`src/design/r16_pkg.sv`:
```
// Package: shared types, constants and instruction helpers for the 16-bit executor.
`default_nettype none
package r16_pkg;
   localparam int unsigned MemWordsDefault = 8192;
   localparam int unsigned NumRegistersDefault = 8;

   typedef enum logic [1:0] {
      CMD_LOAD = 2'd0,
      CMD_EXEC = 2'd1,
      CMD_RDMEM = 2'd2,
      CMD_RDREG = 2'd3
   } cmd_type;

   typedef enum logic [2:0] {
      OP_REG = 3'd0,
      OP_ADDI = 3'd1,
      OP_J = 3'd2,
      OP_JAL = 3'd3,
      OP_LW = 3'd4,
      OP_SW = 3'd5,
      OP_JEQ = 3'd6,
      OP_SLTI = 3'd7
   } op_type;

   localparam logic [3:0] FN_ADD = 4'd0;
   localparam logic [3:0] FN_SUB = 4'd1;
   localparam logic [3:0] FN_OR = 4'd2;
   localparam logic [3:0] FN_AND = 4'd3;
   localparam logic [3:0] FN_SLT = 4'd4;
   localparam logic [3:0] FN_JR = 4'd8;

   typedef enum logic [2:0] {
      ST_IDLE,
      ST_FETCH,
      ST_DECODE,
      ST_MEM,
      ST_WRITE,
      ST_RESP,
      ST_CLEAR
   } state_type;

   // commands from the controller to the datapath
   typedef struct packed {
      logic capture;     // latch request fields
      logic mem_rd_req;  // read memory at request address
      logic mem_rd_pc;   // fetch at pc
      logic latch_ins;   // capture fetched word and register operands
      logic mem_rd_ea;   // data read at effective address
      logic retire;      // commit instruction effects
      logic load_wr;     // store request word
      logic resp;        // drive result
      logic clear;       // zero one memory word of the clearing pass
   } ctl_type;

   typedef struct packed {
      cmd_type cmd;
      logic halted;
      logic is_lw;
      logic clear_last;
   } sts_type;

   function automatic logic [15:0] sext7(input logic [15:0] ins);
      sext7 = {{9{ins[6]}}, ins[6:0]};
   endfunction

   // reduce a 13-bit word address modulo the memory size; words is at least 256,
   // so the quotient fits in five bits and five compare-subtract steps suffice
   function automatic logic [12:0] mem_index(input logic [12:0] a, input int unsigned words);
      logic [17:0] r;
      r = {5'd0, a};
      for (int k = 4; k >= 0; k--) begin
         if (r >= 18'(words << k)) r = r - 18'(words << k);
      end
      return r[12:0];
   endfunction
endpackage
`default_nettype wire

```
`src/design/r16_ctrl.sv`:
```
// Controller: runs each transaction through fetch and as needed decode, memory, write.
`default_nettype none
module r16_ctrl (
   input wire logic clock,
   input wire logic reset,
   input wire logic start,
   output logic busy,
   input wire r16_pkg::sts_type sts,
   output r16_pkg::ctl_type ctl
);
   r16_pkg::state_type state_ff, state_in;

   // advance state; start with the memory clearing pass
   always_ff @(posedge clock) begin
      if (reset) begin
         state_ff <= r16_pkg::ST_CLEAR;
      end else begin
         state_ff <= state_in;
      end
   end

   // next state
   always_comb begin
      state_in = state_ff;
      unique case (state_ff)
         r16_pkg::ST_CLEAR: begin
            if (sts.clear_last) state_in = r16_pkg::ST_IDLE;
         end
         r16_pkg::ST_IDLE: begin
            if (start) state_in = r16_pkg::ST_FETCH;
         end
         r16_pkg::ST_FETCH: begin
            if (sts.cmd == r16_pkg::CMD_EXEC && !sts.halted) state_in = r16_pkg::ST_DECODE;
            else state_in = r16_pkg::ST_RESP;
         end
         r16_pkg::ST_DECODE: state_in = r16_pkg::ST_MEM;
         r16_pkg::ST_MEM: state_in = sts.is_lw ? r16_pkg::ST_WRITE : r16_pkg::ST_RESP;
         r16_pkg::ST_WRITE: state_in = r16_pkg::ST_RESP;
         r16_pkg::ST_RESP: state_in = r16_pkg::ST_IDLE;
         default: state_in = r16_pkg::ST_IDLE;
      endcase
   end

   // outputs
   always_comb begin
      ctl = '0;
      busy = (state_ff != r16_pkg::ST_IDLE);
      unique case (state_ff)
         r16_pkg::ST_CLEAR: ctl.clear = 1'b1;
         r16_pkg::ST_IDLE: begin
            ctl.capture = start;
         end
         r16_pkg::ST_FETCH: begin
            ctl.mem_rd_req = (sts.cmd == r16_pkg::CMD_RDMEM);
            ctl.mem_rd_pc = (sts.cmd == r16_pkg::CMD_EXEC) && !sts.halted;
            ctl.load_wr = (sts.cmd == r16_pkg::CMD_LOAD);
         end
         r16_pkg::ST_DECODE: ctl.latch_ins = 1'b1;
         r16_pkg::ST_MEM: begin
            ctl.mem_rd_ea = 1'b1;
            ctl.retire = !sts.is_lw;
         end
         r16_pkg::ST_WRITE: ctl.retire = 1'b1;
         r16_pkg::ST_RESP: ctl.resp = 1'b1;
         default: ctl = '0;
      endcase
   end

`ifndef ASSERT_OFF
   a_resp_one: assert property (@(posedge clock) disable iff (reset)
      ctl.resp |=> !ctl.resp) else $error("response held more than one cycle");
   a_no_capture_busy: assert property (@(posedge clock) disable iff (reset)
      busy |-> !ctl.capture) else $error("capture while busy");
   a_retire_once: assert property (@(posedge clock) disable iff (reset)
      ctl.retire |=> !ctl.retire || state_ff == r16_pkg::ST_WRITE)
      else $error("retire repeated");
`endif
endmodule
`default_nettype wire

```
`config.mk`:
```
export PLATFORM = sky130hd
export DESIGN_NAME = r16_ctrl
export DESIGN_NICKNAME = d
export VERILOG_FILES = /design/src/design/r16_pkg.sv /design/src/design/r16_ctrl.sv
export SDC_FILE = /design/constraint.sdc
export NUM_CORES = 1
export LEC_CHECK = 0
export BUFFER_PORTS_ARGS = -buffer_cell sky130_fd_sc_hd__buf_2
export CAP_MARGIN = 20
export CELL_PAD_IN_SITES_DETAIL_PLACEMENT = 1
export CELL_PAD_IN_SITES_GLOBAL_PLACEMENT = 1
export CORE_AREA = 2 2 39 41
export DETAILED_ROUTE_END_ITERATION = 10
export DIE_AREA = 0 0 41 43
export PLACE_DENSITY = 0.6
export SYNTH_ARGS = -nofsm -noshare
export SYNTH_HDL_FRONTEND = slang
export SYNTH_SLANG_ARGS = --single-unit
export TNS_END_PERCENT = 20
```
`constraint.sdc`:
```
create_clock -name clock -period 3.5 [get_ports clock]
set_clock_uncertainty 0.1 [all_clocks]
set_input_delay 0.35 -clock clock [delete_from_list [all_inputs] [get_ports clock]]
set_output_delay 0.35 -clock clock [all_outputs]
set_load 0.005 [all_outputs]
```
==> results of run 1 <==
-- cell usage after synthesis --
cell type	instances
nand2_1	6
dfxtp_1	3
nor3_1	3
a21oi_1	2
buf_6	2
inv_1	2
nor2_1	2
a21o_1	1
a221oi_2	1
a311o_1	1
and2_1	1
and2b_1	1
and3_1	1
and3_2	1
and3_4	1
buf_2	1
nor2_2	1
nor2b_1	1
nor3b_1	1
nor3b_2	1
o22ai_1	1
o31a_1	1
o31ai_1	1
-- worst register-to-register path, stage by stage (launching register included) --
cell,delay [ns]
dfxtp_1,0.55
nor2_2,0.10
and3_4,0.19
a311o_1,0.31
-- cell type report --
cell class | count | area [sq um]
flip-flops and latches | 3 | 60.1
clock buffers | 4 | 26.3
fillers | 186 | 1000
multi-input cells | 28 | 181
repair buffers | 17 | 85.1
inverters | 2 | 7.51
well taps | 16 | 20.0
-- per-layer routing --
| layer | wire length (um) | up-vias |
|---|---|---|
| met4 | 0 | 0 |
| met1 | 300 | 140 |
| met2 | 371 | 13 |
| met3 | 57 | 0 |
| li1 | - | 161 |
| met5 | 0 | - |
-- worst max path at each step --
stage               slack [ns]        start  cells after the start  endpoint
global placement          1.94  state_ff[2]                      4    ctl[3]
floorplan                 2.19  state_ff[1]                      4    ctl[7]
CTS                       1.69  state_ff[2]                      4    ctl[3]
detailed placement        1.94  state_ff[2]                      4    ctl[3]
finish                    1.71  state_ff[2]                      4    ctl[3]
global route              1.61  state_ff[1]                      4    ctl[3]
-- logic make-up after synthesis --
family | after synthesis | share of synthesized area
compound gates | 8 | 0.235
buf+inv | 5 | 0.127
flops | 3 | 0.217
simple gates | 20 | 0.421
-- power groups by stage --
stage	clock, W	sequential [W]	combinational, W
global route	0.0000656	0.0000524	0.0000450
global placement	0	0.0000519	0.0000403
detailed placement	0	0.0000520	0.0000400
CTS	0.0000641	0.0000515	0.0000401
floorplan	0	0.0000413	0.0000389
finish	0.0000616	0.0000511	0.0000395
-- through the flow --
stage / instances / hold WS [ns] / power, W
finish: 70 / 0.276 / 0.000152
global route: 70 / 0.290 / 0.000163
CTS: 70 / 0.268 / 0.000156
detailed placement: 66 / 0.512 / 0.0000920
global placement: 66 / 0.528 / 0.0000922
floorplan: 36 / 0.348 / 0.0000801
==> flow_summary.toml, run 1 <==
[global_route]
gr-usage-met1 = 0.102
top_usage_layer = "met2"
grt_pass1_wl_um = 1090
grt_max_degree = 13
grt_pass1_vias = 281
met3_usage = 0.0157
use_met2 = 0.144
grt.overflow.total = 0
antenna_found_initial = 0
grt.total_usage = 0.0872

[min_path]
min_to = "state_ff[1]"
min-delay-start = "reset"
min_path_type = "in2reg"
hold_depth = 2

[floorplan]
die_w_um = 41
start_util = 0.200
die_y_um = 43
fp-row-count = 14
coreArea_sq_um = 1380
dieArea_sq_um = 1760
ioPinCount = 18

[final_layout]
top_regs = "state_ff x3"
largest-register = "state_ff"
mostFrequentLayoutCells = "buf_2, nand2_1, nor3_1, clkbuf_4, dfxtp_1"
antennaDiodeCount = 0
largest_register_ffs = 3
final_common_cell = "buf_2"
drive_above_1_share = 0.463
syn_to_final_growth_pct = 37.6
final_area_sq_um = 380
final_nets = 63
finalCoreUtilization = 0.275

[route]
firstDrtPassIters = 2
vias_per_cell = 4.49
postRouteAntennaNets = 0
routed_wl_um = 729
drcViolationCount = 0
drtIter0Drc = 4
wl_per_cell_um = 10.4
vias = 314

[critical_path]
crit_family = "flip-flops"
worst-path-max-fanout = 12
reg2reg_slack_ns = 2.14
path_class = "reg2out"
rr_endpoint = "state_ff[1]"
path_buf_inv = 1
cp-end-kind = "output pin"
crit_slowest_cell = "dfxtp_1"
r2r_cells = 3
slowest_delay_ns = 0.55
crit_required_ns = 3.05
crit_chain = "and2b_1, nand2_1, o22ai_1, buf_2"
r2r_start = "state_ff[2]"
cp.arrival_ns = 1.34
startpoint_type = "flip-flop"

[logic_synthesis]
synth_cell_types = 23
synth_area_sq_um = 277
synth_seq_cells = 3
yosysTopAreaCell = "dfxtp_1"
syn_inst = 36
syn_nets = 44
syn_area_per_cell_sq_um = 7.68
ys_top_cells_by_area = "dfxtp_1, buf_6, nand2_1, nor3_1, a221oi_2"
yosysWarnings = 0
ys_seq_area_frac = 0.217
synth_top_area_share = 0.217

[sta]
grt_setup_unrepaired = "no"
fin_tns_setup_ns = 0
period_needed_ns = 1.79
fmaxAchievable_mhz = 558
setup_violations = 0
max-slew-margin-rel = 0.735
finalHoldViolCount = 0
worst_slack_ns = 1.71
fin_crit_sh = 0.512
maxSlewViolCount = 0
worstMarginPinSlew_ns = 0.397

[clocking]
cts_setup_buffers = 0
numCtsBuffers = 3
cts.sinks = 3
hold_buffers = 0
clock-root-buffer = "clkbuf_4"
cts.reportedPaths.clkPinSlew_ns = 0.04
cts-resized-gates = 0
clockBufferDepth = 2
cts_tree = "done"
insertion_delay_ns = 0.23
h-tree-depth = 1

[power_and_ir_drop]
p_comb_frac = 0.259
power.clock.fraction = 0.405
p_sw_w = 0.0000488
irDropWorstVdd_mv = 0.0952
p_sw_frac = 0.320
p_int_w = 0.000103
power_density_nw_per_um2 = 400
p_leak_nw = 0.193
power.share.sequential = 0.336

[placement]
place_ws_ns = 1.94
hpwl_um = 543
portBuffers = 17
placed_area_sq_um = 354
place.gp.congestion = 0.647

[job]
cap_viol_max_count = 0

[outcome]
run_status = "finished clean"
No activity file was read; power rests on OpenSTA's default activity.
==> run 2, diff against run 1 <==
clock period = 1.7 ns   (was 3.5 ns; I/O delays follow)
==> flow_summary.toml, run 2 (synthesis results as in run 1) <==
[critical_path]
path_class = "reg2out"
crit_family = "flip-flops"
crit_slowest_cell = "dfxtp_1"
cp.arrival_ns = 1.35
r2r_cells = 3
startpoint_type = "flip-flop"
reg2reg_slack_ns = 0.34
worst-path-max-fanout = 12
cp_num_cells = 4
path_buf_inv = 1
crit_chain = "and2b_1, nand2_1, o22ai_1, buf_2"
r2r_start = "state_ff[2]"
critPathLaunch = "state_ff[2]"
crit_required_ns = 1.43
rr_endpoint = "state_ff[1]"
cp-end-kind = "output pin"
slowest_delay_ns = 0.56

[route]
top_layer = "met3"
wl_met2_um = 380
drtIter0Drc = 3
firstDrtPassIters = 4
drt-met1-wl_um = 324
wl_met3_um = 59
drcViolationCount = 0
wl_per_cell_um = 10.6
routed_wl_um = 764
vias_per_cell = 4.47
postRouteAntennaNets = 0
vias = 322

[global_route]
grt_pass1_wl_um = 1230
grt_pass1_vias = 284
grt_max_degree = 13
grt.total_usage = 0.109
grt.overflow.total = 0
antenna_found_initial = 0

[floorplan]
die_y_um = 43
coreArea_sq_um = 1380
die_w_um = 41
fp-row-count = 14
ioPinCount = 18
start_util = 0.200
dieArea_sq_um = 1760

[power_and_ir_drop]
irDropWorstVdd_mv = 0.295
power_density_nw_per_um2 = 811
p_leak_nw = 0.203
fin_total_pwr_w = 0.000321

[final_layout]
largest-register = "state_ff"
drive_above_1_share = 0.482
fillers = 179
mostFrequentLayoutCells = "buf_2, nand2_1, nor3_1, clkbuf_4, dfxtp_1"
largest_register_ffs = 3
syn_to_final_growth_pct = 43.0
top_regs = "state_ff x3"
final_common_cell = "buf_2"
antennaDiodeCount = 0
final_nets = 65

[sta]
finalHoldViolCount = 0
max-slew-margin-rel = 0.727
fin_tns_setup_ns = 0
setup_violations = 0
fin_crit_sh = 0.952
fmaxAchievable_mhz = 618
grt_setup_unrepaired = "no"
worstMarginPinSlew_ns = 0.409
period_needed_ns = 1.62
maxSlewViolCount = 0
hold_ws_ns = 0.0796

[clocking]
cts.reportedPaths.clkPinSlew_ns = 0.04
h-tree-depth = 1
cts_setup_buffers = 0
clockBufferDepth = 2
numCtsBuffers = 3
cts-resized-gates = 0
cts.sinks = 3
cts_tree = "done"
insertion_delay_ns = 0.23
hold_buffers = 0
clock-root-buffer = "clkbuf_4"

[min_path]
min_path_type = "in2reg"
min-delay-start = "reset"
min_to = "state_ff[2]"
hold_depth = 3

[job]
cap_viol_max_count = 0

[placement]
portBuffers = 17
hpwl_um = 612
place.gp.congestion = 0.653

[outcome]
run_status = "finished clean"
[run 2: changes by cell type in the layout (fill, tap and decap cells not counted), sizes merged]
cell  before  now
buf       17   19
[run 2: metal layers]
layer  track usage  vias to the layer above
met5             0                        -
met4        0.0800                        0
met3        0.0628                        0
met2         0.156                       13
met1         0.112                      143
li1              -                      166
[run 2: how the worst max path moves through the flow]
stage / endpoint / slack, ns
after floorplan: state_ff[1] / 0.54
after global placement: ctl[3] / 0.36
after detailed placement: ctl[3] / 0.34
after CTS: ctl[3] / 0.08
after global routing: ctl[3] / 0.003
final: ctl[3] / 0.08
[run 2: final cells by class]
cell class,instances,area [sq um],share of cell area
well taps,16,20.0,0.0506
clock buffers,4,26.3,0.0665
flip-flops and latches,3,60.1,0.152
repair buffers,19,100,0.253
inverters,2,7.51,0.0190
multi-input cells,28,181,0.459
[run 2: worst min-delay path: stages]
cell and delay, ns:
buf_2 0.11, a21oi_1 0.04, o31ai_1 0.05
[run 2: stage by stage]
stage | std cells | util | area [sq um] | setup slack, ns
finish | 72 | 0.286 | 395 | 0.0819
detailed placement | 68 | 0.267 | 369 | 0.340
floorplan | 36 | - | 277 | 0.545
global placement | 68 | 0.267 | 369 | 0.361
global route | 72 | 0.286 | 395 | 0.00284
CTS | 72 | 0.286 | 395 | 0.0808
[run 2: report_power, final]
group          internal, W  switching, W   total, W
combinational    0.0000518     0.0000446  0.0000964
clock            0.0000880     0.0000378   0.000126
sequential       0.0000798     0.0000186  0.0000984
